[src/design/rret_pkg.sv]
// Shared types and codes for the ranked station table.
`default_nettype none
package rret_pkg;

    localparam int ENTRIES_DEF = 16;
    localparam logic [47:0] STALE_RST = 48'd5000000;
    localparam logic [47:0] REMOVAL_RST = 48'd30000000;

    localparam logic [7:0] CFG_STALE = 8'd0;
    localparam logic [7:0] CFG_REMOVAL = 8'd1;

    localparam logic [2:0] OUT_REFRESH = 3'd0;
    localparam logic [2:0] OUT_INSERT = 3'd1;
    localparam logic [2:0] OUT_REPLACE = 3'd2;
    localparam logic [2:0] OUT_DROP = 3'd3;
    localparam logic [2:0] OUT_SWEEP = 3'd4;

    typedef struct packed {
        logic [47:0]        bssid;
        logic signed [7:0]  rssi;
        logic [7:0]         channel;
        logic [31:0]        variance;
        logic [47:0]        last_seen;
        logic [31:0]        frames;
    } entry_t;

    typedef enum logic [4:0] {
        ST_IDLE  = 5'b00001,
        ST_SCAN  = 5'b00010,
        ST_WRITE = 5'b00100,
        ST_BEST  = 5'b01000,
        ST_DONE  = 5'b10000
    } state_t;

endpackage
`default_nettype wire

[src/design/rssi_ranked_entry_table_with_aging.sv]
// Top level of the ranked station table with aging.
//
//  channel | direction | handshake           | word
//  s_      | in        | s_valid / s_ready   | mode, now, frame fields
//  m_      | out       | m_valid / m_ready   | outcome, strongest entry, count
//  cfg_    | in        | cfg_valid/cfg_ready | register index, data
//
// An item holds the block from accept to the next accept: the accept state, an update scan
// (one read a cycle), a write-back state, a ranking scan and an output state, in that order;
// the result is registered as the block leaves the output state. Reset clears all slots at
// once through valid bits; no clearing pass. A held result stalls the next item in its
// output state only.
`default_nettype none
module rssi_ranked_entry_table_with_aging #(
    parameter int ENTRIES = rret_pkg::ENTRIES_DEF
) (
    input  wire logic              aclk,
    input  wire logic              aresetn,
    input  wire logic              s_valid,
    output logic                   s_ready,
    input  wire logic              s_mode,
    input  wire logic [47:0]       s_now_us,
    input  wire logic [47:0]       s_frame_bssid,
    input  wire logic signed [7:0] s_frame_rssi,
    input  wire logic [7:0]        s_frame_channel,
    input  wire logic [31:0]       s_frame_variance,
    output logic                   m_valid,
    input  wire logic              m_ready,
    output logic [2:0]             m_outcome,
    output logic                   m_found,
    output logic [3:0]             m_best_index,
    output logic [47:0]            m_best_bssid,
    output logic signed [7:0]      m_best_rssi,
    output logic [7:0]             m_best_channel,
    output logic [31:0]            m_best_variance,
    output logic [31:0]            m_best_frames,
    output logic [4:0]             m_occupied_count,
    input  wire logic              cfg_valid,
    output logic                   cfg_ready,
    input  wire logic [7:0]        cfg_index,
    input  wire logic [47:0]       cfg_data
);
    import rret_pkg::*;

    localparam int IW = (ENTRIES > 1) ? $clog2(ENTRIES) : 1;
    localparam int CW = $clog2(ENTRIES + 1);

    state_t state_reg, state_next;
    logic [CW-1:0] cnt_reg, cnt_next;
    logic rd_vld_reg, rd_vld_next;
    logic [IW-1:0] rd_idx_reg, rd_idx_next;
    logic [ENTRIES-1:0] active_reg, active_next;
    logic [CW-1:0] count_reg, count_next;
    logic [47:0] stale_reg, removal_reg;

    logic mode_reg;
    logic [47:0] now_reg, bssid_reg;
    logic signed [7:0] rssi_reg;
    logic [7:0] chan_reg;
    logic [31:0] var_reg;

    logic match_reg, match_next;
    logic [IW-1:0] match_idx_reg, match_idx_next;
    logic [31:0] match_frames_reg, match_frames_next;
    logic free_reg, free_next;
    logic [IW-1:0] free_idx_reg, free_idx_next;
    logic [IW-1:0] weak_idx_reg, weak_idx_next;
    logic signed [7:0] weak_rssi_reg, weak_rssi_next;
    logic [2:0] outcome_reg, outcome_next;
    logic have_reg, have_next;
    logic [IW-1:0] best_idx_reg, best_idx_next;
    entry_t best_reg, best_next;

    logic m_valid_reg;
    logic [2:0] m_outcome_reg;
    logic m_found_reg;
    logic [3:0] m_index_reg;
    entry_t m_entry_reg;
    logic [4:0] m_count_reg;

    logic wr_en, clr_en;
    logic [IW-1:0] wr_addr, clr_addr;
    entry_t wr_data, rd_data;
    logic [47:0] age;
    logic scan_end;

    rret_table #(.ENTRIES(ENTRIES), .IW(IW)) u_table (
        .aclk(aclk), .aresetn(aresetn),
        .wr_en(wr_en), .wr_addr(wr_addr), .wr_data(wr_data),
        .clr_en(clr_en), .clr_addr(clr_addr),
        .rd_addr(cnt_reg[IW-1:0]), .rd_data(rd_data)
    );

    assign s_ready = (state_reg == ST_IDLE);
    assign cfg_ready = 1'b1;
    assign age = now_reg - rd_data.last_seen;
    assign scan_end = (cnt_reg == CW'(ENTRIES)) && !rd_vld_reg;

    always_comb begin
        state_next = state_reg;
        cnt_next = cnt_reg;
        rd_vld_next = 1'b0;
        rd_idx_next = cnt_reg[IW-1:0];
        active_next = active_reg;
        count_next = count_reg;
        match_next = match_reg;
        match_idx_next = match_idx_reg;
        match_frames_next = match_frames_reg;
        free_next = free_reg;
        free_idx_next = free_idx_reg;
        weak_idx_next = weak_idx_reg;
        weak_rssi_next = weak_rssi_reg;
        outcome_next = outcome_reg;
        have_next = have_reg;
        best_idx_next = best_idx_reg;
        best_next = best_reg;
        wr_en = 1'b0;
        wr_addr = '0;
        wr_data = '0;
        clr_en = 1'b0;
        clr_addr = rd_idx_reg;
        if ((state_reg == ST_SCAN || state_reg == ST_BEST) && cnt_reg != CW'(ENTRIES)) begin
            rd_vld_next = 1'b1;
            cnt_next = cnt_reg + CW'(1);
        end
        case (state_reg)
            ST_IDLE: begin
                if (s_valid) begin
                    state_next = ST_SCAN;
                    cnt_next = '0;
                    match_next = 1'b0;
                    free_next = 1'b0;
                end
            end
            ST_SCAN: begin
                if (rd_vld_reg) begin
                    if (mode_reg) begin
                        if (active_reg[rd_idx_reg]) begin
                            if (age > removal_reg) begin
                                clr_en = 1'b1;
                                active_next[rd_idx_reg] = 1'b0;
                                if (count_reg != '0) begin
                                    count_next = count_reg - CW'(1);
                                end
                            end else if (age > stale_reg) begin
                                active_next[rd_idx_reg] = 1'b0;
                            end
                        end
                    end else begin
                        if (!match_reg && active_reg[rd_idx_reg]
                                && rd_data.bssid == bssid_reg) begin
                            match_next = 1'b1;
                            match_idx_next = rd_idx_reg;
                            match_frames_next = rd_data.frames;
                        end
                        if (!free_reg && !active_reg[rd_idx_reg]) begin
                            free_next = 1'b1;
                            free_idx_next = rd_idx_reg;
                        end
                        if (rd_idx_reg == '0 || rd_data.rssi < weak_rssi_reg) begin
                            weak_idx_next = rd_idx_reg;
                            weak_rssi_next = rd_data.rssi;
                        end
                    end
                end
                if (scan_end) begin
                    state_next = ST_WRITE;
                end
            end
            ST_WRITE: begin
                wr_data.bssid = bssid_reg;
                wr_data.rssi = rssi_reg;
                wr_data.channel = chan_reg;
                wr_data.variance = var_reg;
                wr_data.last_seen = now_reg;
                wr_data.frames = 32'd1;
                if (mode_reg) begin
                    outcome_next = OUT_SWEEP;
                end else if (match_reg) begin
                    outcome_next = OUT_REFRESH;
                    wr_en = 1'b1;
                    wr_addr = match_idx_reg;
                    wr_data.frames = (match_frames_reg == 32'hFFFF_FFFF) ?
                        match_frames_reg : match_frames_reg + 32'd1;
                end else if (count_reg < CW'(ENTRIES) && free_reg) begin
                    outcome_next = OUT_INSERT;
                    wr_en = 1'b1;
                    wr_addr = free_idx_reg;
                    active_next[free_idx_reg] = 1'b1;
                    count_next = count_reg + CW'(1);
                end else if (rssi_reg > weak_rssi_reg) begin
                    outcome_next = OUT_REPLACE;
                    wr_en = 1'b1;
                    wr_addr = weak_idx_reg;
                    active_next[weak_idx_reg] = 1'b1;
                end else begin
                    outcome_next = OUT_DROP;
                end
                state_next = ST_BEST;
                cnt_next = '0;
                rd_vld_next = 1'b0;
                have_next = 1'b0;
                best_idx_next = '0;
                best_next = '0;
            end
            ST_BEST: begin
                if (rd_vld_reg && active_reg[rd_idx_reg]
                        && (!have_reg || rd_data.rssi > best_reg.rssi)) begin
                    have_next = 1'b1;
                    best_idx_next = rd_idx_reg;
                    best_next = rd_data;
                end
                if (scan_end) begin
                    state_next = ST_DONE;
                end
            end
            ST_DONE: begin
                if (!m_valid_reg || m_ready) begin
                    state_next = ST_IDLE;
                end
            end
            default: begin
                state_next = ST_IDLE;
            end
        endcase
    end

    always_ff @(posedge aclk) begin
        if (!aresetn) begin
            state_reg <= ST_IDLE;
            cnt_reg <= '0;
            rd_vld_reg <= 1'b0;
            active_reg <= '0;
            count_reg <= '0;
            stale_reg <= STALE_RST;
            removal_reg <= REMOVAL_RST;
            m_valid_reg <= 1'b0;
        end else begin
            state_reg <= state_next;
            cnt_reg <= cnt_next;
            rd_vld_reg <= rd_vld_next;
            active_reg <= active_next;
            count_reg <= count_next;
            if (cfg_valid && cfg_index == CFG_STALE) begin
                stale_reg <= cfg_data;
            end
            if (cfg_valid && cfg_index == CFG_REMOVAL) begin
                removal_reg <= cfg_data;
            end
            if (state_reg == ST_DONE && (!m_valid_reg || m_ready)) begin
                m_valid_reg <= 1'b1;
            end else if (m_ready) begin
                m_valid_reg <= 1'b0;
            end
        end
    end

    always_ff @(posedge aclk) begin
        rd_idx_reg <= rd_idx_next;
        match_reg <= match_next;
        match_idx_reg <= match_idx_next;
        match_frames_reg <= match_frames_next;
        free_reg <= free_next;
        free_idx_reg <= free_idx_next;
        weak_idx_reg <= weak_idx_next;
        weak_rssi_reg <= weak_rssi_next;
        outcome_reg <= outcome_next;
        have_reg <= have_next;
        best_idx_reg <= best_idx_next;
        best_reg <= best_next;
        if (s_valid && s_ready) begin
            mode_reg <= s_mode;
            now_reg <= s_now_us;
            bssid_reg <= s_frame_bssid;
            rssi_reg <= s_frame_rssi;
            chan_reg <= s_frame_channel;
            var_reg <= s_frame_variance;
        end
        if (state_reg == ST_DONE && (!m_valid_reg || m_ready)) begin
            m_outcome_reg <= outcome_reg;
            m_found_reg <= have_reg;
            m_index_reg <= 4'(best_idx_reg);
            m_entry_reg <= best_reg;
            m_count_reg <= 5'(count_reg);
        end
    end

    assign m_valid = m_valid_reg;
    assign m_outcome = m_outcome_reg;
    assign m_found = m_found_reg;
    assign m_best_index = m_index_reg;
    assign m_best_bssid = m_entry_reg.bssid;
    assign m_best_rssi = m_entry_reg.rssi;
    assign m_best_channel = m_entry_reg.channel;
    assign m_best_variance = m_entry_reg.variance;
    assign m_best_frames = m_entry_reg.frames;
    assign m_occupied_count = m_count_reg;

endmodule
`default_nettype wire

[src/design/rret_table.sv]
// Entry memory with per-slot valid bits; an unwritten or cleared slot reads as zero.
`default_nettype none
module rret_table #(
    parameter int ENTRIES = rret_pkg::ENTRIES_DEF,
    parameter int IW = (ENTRIES > 1) ? $clog2(ENTRIES) : 1
) (
    input  wire logic            aclk,
    input  wire logic            aresetn,
    input  wire logic            wr_en,
    input  wire logic [IW-1:0]   wr_addr,
    input  wire rret_pkg::entry_t wr_data,
    input  wire logic            clr_en,
    input  wire logic [IW-1:0]   clr_addr,
    input  wire logic [IW-1:0]   rd_addr,
    output rret_pkg::entry_t     rd_data
);
    import rret_pkg::*;

    entry_t mem [ENTRIES];
    entry_t rd_word_reg;
    logic [ENTRIES-1:0] valid_reg;
    logic rd_valid_reg;

    always_ff @(posedge aclk) begin
        if (wr_en) begin
            mem[wr_addr] <= wr_data;
        end
        rd_word_reg <= mem[rd_addr];
    end

    always_ff @(posedge aclk) begin
        if (!aresetn) begin
            valid_reg <= '0;
            rd_valid_reg <= 1'b0;
        end else begin
            if (wr_en) begin
                valid_reg[wr_addr] <= 1'b1;
            end
            if (clr_en) begin
                valid_reg[clr_addr] <= 1'b0;
            end
            rd_valid_reg <= valid_reg[rd_addr];
        end
    end

    assign rd_data = rd_valid_reg ? rd_word_reg : '0;

endmodule
`default_nettype wire

[config.mk]
export PLATFORM = sky130hd
export DESIGN_NAME = rssi_ranked_entry_table_with_aging
export DESIGN_NICKNAME = d
export VERILOG_FILES = /design/src/design/rret_pkg.sv /design/src/design/rssi_ranked_entry_table_with_aging.sv /design/src/design/rret_table.sv
export SDC_FILE = /design/constraint.sdc
export NUM_CORES = 2
export LEC_CHECK = 0
export BUFFER_PORTS_ARGS = -buffer_cell sky130_fd_sc_hd__clkbuf_2
export CAP_MARGIN = 20
export CORE_MARGIN = 2
export CORE_UTILIZATION = 55
export CTS_CLUSTER_DIAMETER = 30
export DETAILED_ROUTE_END_ITERATION = 8
export HOLD_SLACK_MARGIN = 0.15
export PLACE_DENSITY = 0.74
export SLEW_MARGIN = 20
export SYNTH_ARGS = -nofsm -noshare
export SYNTH_HDL_FRONTEND = slang
export SYNTH_SLANG_ARGS = --single-unit
export TNS_END_PERCENT = 100
[constraint.sdc]
create_clock -name aclk -period 21.4 [get_ports aclk]
set_input_delay 6.42 -clock aclk [delete_from_list [all_inputs] [get_ports aclk]]
set_output_delay 6.42 -clock aclk [all_outputs]
set_load 0.05 [all_outputs]
[Yosys cells after proc, flatten, opt, wreduce, memory -nomap -nowiden]
Memories as Yosys holds them, arrays and structs flattened. A register that Yosys moved wholly into a read port is not among the register bits.
Index checks and enable logic that the tools add are counted.
Storage, ports and cells
  flip-flop bits (word level): 626
  RAM bits: 2816
  output and inout port bits: 144
  memories: 1
Operators by class
  $add $sub $neg: 5
  order comparisons: 15
  equal/unequal tests: 28
  multiplexer cells: 84
  bitwise operators: 8
  reductions and logical operators: 45
Memories
  u_table.mem: depth 16, width 176, read ports 1, clocked after memory_dff 1, write ports 1, line rret_table.sv:19  | entry_t mem [ENTRIES];
Operators with widths (count)
  $mux 176: 3
  $pmux 176 s2: 1
  $mux 16: 12
  $gt 48x48->1: 2
  $mux 32: 3
  $mux 5: 14
  $eq 48x48->1: 1
  $or 16x16->16: 3
  $sub 48x48->48: 1
  $add 32x1->32 const B: 1
  $and 16x16->16: 2
  $eq 32x32->1 const B: 1
  $pmux 16 s2: 1
  $mux 1: 30
  $lt 4x5->1 const B: 5
  $pmux 5 s5: 1
  $mux 4: 6
  $ne 2x2->1 const B: 10
  $pmux 5 s2: 2
  $demux 1 s4: 4
  $ge 4x1->1 const B: 4
  $gt 8x8->1: 2
  $logic_and 1x1->1: 16
  $not 16->16: 1
  32 further kinds: 59

[Logic depth before layout (Yosys ltp)]
  word-level depth: 15
  depth in mapped cells: 29
  mapped depth without buffers: 23

[Hierarchy]
From an unflattened synthesis, not the netlist that was laid out.
Second synthesis, totals
  cell total of the unflattened synthesis: 7253
  area total of the unflattened synthesis: 139403.7 um2
Modules (own cells, without submodules)
  rret_table: instances 1, cells each 4739, area each 110362.1 um2
  rssi_ranked_entry_table_with_aging: instances 1, cells each 2514, area each 29041.6 um2

[Worst setup path after synthesis]
No wires, ideal clock.
  kind: register to register
  start point: register rssi_reg[1]
  end point: register u_table.valid_reg[10]
  library setup time: 0.144 ns
  arrival time: 21.859 ns
  slack: -0.602 ns
  cell stages (with the launch flop): 12
  path through: edfxtp_1 -> ha_1 -> nor2b_1 -> o21a_1 -> o21a_1 -> o21ai_1 -> a211oi_1 -> o211ai_1 -> a21oi_1 -> clkbuf_1 -> nor4b_1 -> o221a_1
Between the ends
  longest elaborated chain between the ends: 15
  elaborated cells between the ends (all ways): 21
  those cells by class: order compare: 3; mux: 15; bitwise: 2; reduce/logical: 1
RTL lines
  from (decl): line rssi_ranked_entry_table_with_aging.sv:58  | logic signed [7:0] rssi_reg;
  from (signal assigned): line rssi_ranked_entry_table_with_aging.sv:275  | rssi_reg <= s_frame_rssi;
  $gt 8x8->1 *: line rssi_ranked_entry_table_with_aging.sv:191  | end else if (rssi_reg > weak_rssi_reg) begin
  $mux 4: line rssi_ranked_entry_table_with_aging.sv:191
  $mux 4: line rssi_ranked_entry_table_with_aging.sv:185  | end else if (count_reg < CW'(ENTRIES) && free_reg) begin
  $mux 4: line rssi_ranked_entry_table_with_aging.sv:179  | end else if (match_reg) begin
  $mux 4: line rssi_ranked_entry_table_with_aging.sv:177  | if (mode_reg) begin
  $mux 4: line rssi_ranked_entry_table_with_aging.sv:126  | case (state_reg)
  $lt 4x5->1 (implied by the code) or $ge 4x1->1 (tied branches): line rret_table.sv:37  | valid_reg[wr_addr] <= 1'b1;
  $logic_and 1x1->1 (implied by the code): line rret_table.sv:37
  $mux 1 (implied by the code): line rret_table.sv:37
  $demux 1 s4
  $or 16x16->16 (no source line)
  $mux 16 *: line rret_table.sv:36  | if (wr_en) begin
  $mux 16 *: line rret_table.sv:32  | if (!aresetn) begin
  $and 16x16->16 (no source line)
  $mux 16 *: line rret_table.sv:39  | if (clr_en) begin
  to (signal assigned): line rret_table.sv:33  | valid_reg <= '0;
  to (signal, indexed assignment): line rret_table.sv:37
  to (signal, indexed assignment): line rret_table.sv:40  | valid_reg[clr_addr] <= 1'b0;
  to (decl): line rret_table.sv:21  | logic [ENTRIES-1:0] valid_reg;
Every way passes the cells marked *; elsewhere a longest branch is shown, timed or not. The select of a mux whose other input is x is not followed.
A chain may end at the register's enable or synchronous reset.

[Worst setup path after layout]
  start point: register state_reg[1]
  end point: output s_ready
Between the ends
  longest elaborated chain between the ends: 1
RTL lines
  from (decl): line rssi_ranked_entry_table_with_aging.sv:48  | state_t state_reg, state_next;
  from (signal assigned): line rssi_ranked_entry_table_with_aging.sv:239  | state_reg <= state_next;
  $eq 5x1->1: line rssi_ranked_entry_table_with_aging.sv:94  | assign s_ready = (state_reg == ST_IDLE);
  to (decl): line rssi_ranked_entry_table_with_aging.sv:20  | output logic s_ready,
No other way between the ends.

==> flow_summary.ini <==
[outcome]
status = finished, final reports clean

[critical_path]
path_class = flip-flop to primary output
crit_path_cell_trace = nor3_1 > nand3b_1 > inv_1 > clkbuf_2
critPathMaxStageDelay_ns = 0.35
crit_slowest_cell = dfxtp_1
worstSetupEndpointType = primary output
cp_max_fo = 6
startpoint_type = flip-flop
arrival_ns = 2.17
cp.required_ns = 14.98

[cts]
cts-resized-gates = 0
cts_tree = yes
cts.clk_slew.worst_paths_ns = 0.05
cts_hold_buf = 0
cts_buffer_depth = 4
cts.sinks = 3618
cts_setup_buffers = 0
clk_latency_ns = 0.97
cts_buffers = 587
htreeDepth = 6
root_buffer = clkbuf_16

[global_route]
grtUsageTotal_pct = 27.7
grt_pass1_vias = 75600
grt_antenna_before_repair = 11
overflow = 0
grt_pass1_wl_um = 517000
grt_max_degree = 148

[sta]
timing.hold.ws_ns = 0.402
fmax_mhz = 116
rsz0062_at_grt = no
skew_ns = 0.0794
finalSetupViolations = 0
worst_pin_slew_ns = 1.10
setup_tns_ns = 0
finalCritPeriodShare_pct = 40.2
slew_headroom_pct = 26.0
fin_ws_ns = 12.81
hold_viol_final = 0
period_minus_slack_ns = 8.59
final_max_slew_viol_count = 0

[place]
dp_slack_ns = 12.41
placedCellCount = 10300
dp_hpwl_um = 176000
port_buffers = 348
gp_congestion = 0.859

[job]
drv_cap = 0

[power_and_ir_drop]
p_int_w = 0.0140
clockPowerShare_pct = 54.2
p_comb_share_pct = 2.0
p_per_area_nw_per_um2 = 106
p_leak_nw = 61.3
power_w = 0.0176
seqPwrFrac_pct = 43.8
swShare_pct = 20.5
peakVddDrop_mv = 0.104
power.switching_w = 0.00360

[synth]
synth.area.top_cells = edfxtp_1 71%, mux4_2 14%, dfxtp_1 4.7%, ha_1 1.5%, nand2_1 0.85%
synth_top_area_cell = edfxtp_1
syn_area_per_cell_um2 = 20.4
yosysSeqAreaShare_pct = 75.8
synth_edf_count = 3292
synthTopCellsByCount = 3,292 x edfxtp_1, 890 x mux4_2, 326 x dfxtp_1, 313 x nand2_1, 240 x clkbuf_1
syn_inst = 6809
synth_most_common_cell = edfxtp_1
synth_seq_cells = 3618
yosysUniqueCellTypes = 80
synth_async_sr_flop_share_pct = 0
yosysWarnings = 0
synth_nets = 7189
synth_flop_cell = edfxtp_1
yosysTopAreaCellShare_pct = 71.1
syn_area_um2 = 139000

[drt]
post_drt_via_cell_ratio = 6.38
first_pass_iters = 6
num_vias = 72400
route.detailed.drc = 0
wl_per_cell_um = 31.3
postRouteAntennaNets = 0
totalWireLength_um = 355000
drtIter0Drc = 9471

[cells_and_area]
n_fill_cell = 15600
multi_input_area_um2 = 32000
largest_reg_flops = 2816
drive_gt1_share_pct = 29.3
nNetsFinal = 7906
register_area_um2 = 105000
syn_to_final_growth_pct = 18.8
finalNonFillerCells = 11300

[floorplan]
initial_utilization_pct = 55.3
core_um2 = 251000
die_h_um = 507
die_w_um = 507
ios = 350
rows = 184
die_area_um2 = 257000

[worst_hold_path]
worst_hold_path_type = flip-flop to flip-flop
## cell type report
cell class / instances / area share [%]
Inverter: 175 / 0.406
Clock buffer: 693 / 9.46
Sequential cell: 3618 / 63.8
Timing Repair Buffer: 452 / 1.75
Antenna cell: 4 / 0.00606
Multi-Input combinational cell: 2692 / 19.3
Tap cell: 3348 / 2.54
Clock inverter: 367 / 2.70
## routing by layer
metal	part of all wire (%)	global-route usage, %	vias up
met5	0.016	0	-
met3	9.1	5.48	710
li1	-	-	29500
met4	4.2	11.6	8
met2	50	45.2	4301
met1	37	36.9	37900
## critical path, delay by kind of cell, from the launching register on
| family | cells | cell delay (ns) |
|---|---|---|
| DFF | 1 | 0.35 |
| and+or+nand+nor | 2 | 0.49 |
| buffers and inverters | 2 | 0.40 |
## cells by family (layout without fill, tap and decap cells)
family	count (synthesis)	after routing	synth area share (%)
AOI/OAI and AO/OA	516	516	2.48
xor gates and xnor gates	87	87	0.548
adders and majority gates	174	174	1.58
buffers and inverters	499	1687	1.36
DFF	3618	3618	75.8
muxes	899	899	14.5
other	1	5	0.00270
and+or+nand+nor	1015	1015	3.75
## cell usage in the layout (no fill, tap or decap), types with 66 or more instances in the layout
cell type / netlist / routed
nand2_1: 313 / 312
a21oi_1: 179 / 177
bufinv_16: 0 / 75
and3_1: 125 / 124
clkbuf_1: 240 / 66
and2_1: 184 / 184
mux4_2: 890 / 890
dfxtp_1: 326 / 321
edfxtp_1: 3292 / 3292
nor2_1: 127 / 126
buf_4: 1 / 76
clkinv_2: 0 / 67
ha_1: 172 / 172
clkbuf_2: 0 / 348
inv_1: 173 / 171
clkbuf_16: 0 / 599
## worst paths after layout
path                   startpoint                   to  slack (ns)  cells after the start
max                  state_reg[1]              s_ready       12.81                      4
min                 best_reg[108]  m_best_variance[28]        0.40                      0
max reg2reg  u_table.rd_valid_reg       active_reg[10]       13.73                     22
min reg2reg         best_reg[108]  m_best_variance[28]        0.40                      0
## power groups by stage
| stage | clock network, W | registers (W) | logic (W) |
|---|---|---|---|
| after floorplan | 0 | 0.00780 | 0.000230 |
| after global placement | 0 | 0.00783 | 0.000328 |
| after detailed placement | 0 | 0.00783 | 0.000338 |
| after CTS | 0.00961 | 0.00769 | 0.000343 |
| after global routing | 0.00993 | 0.00769 | 0.000378 |
| final | 0.00952 | 0.00769 | 0.000345 |
## per-stage QoR
step / util, % / cell area (um^2)
finish: 65.7 / 165000
global route: 65.7 / 165000
global placement: 57.7 / 145000
detailed placement: 57.7 / 145000
CTS: 65.7 / 165000
floorplan: - / 139000
No activity file was read; power rests on OpenSTA's default activity.
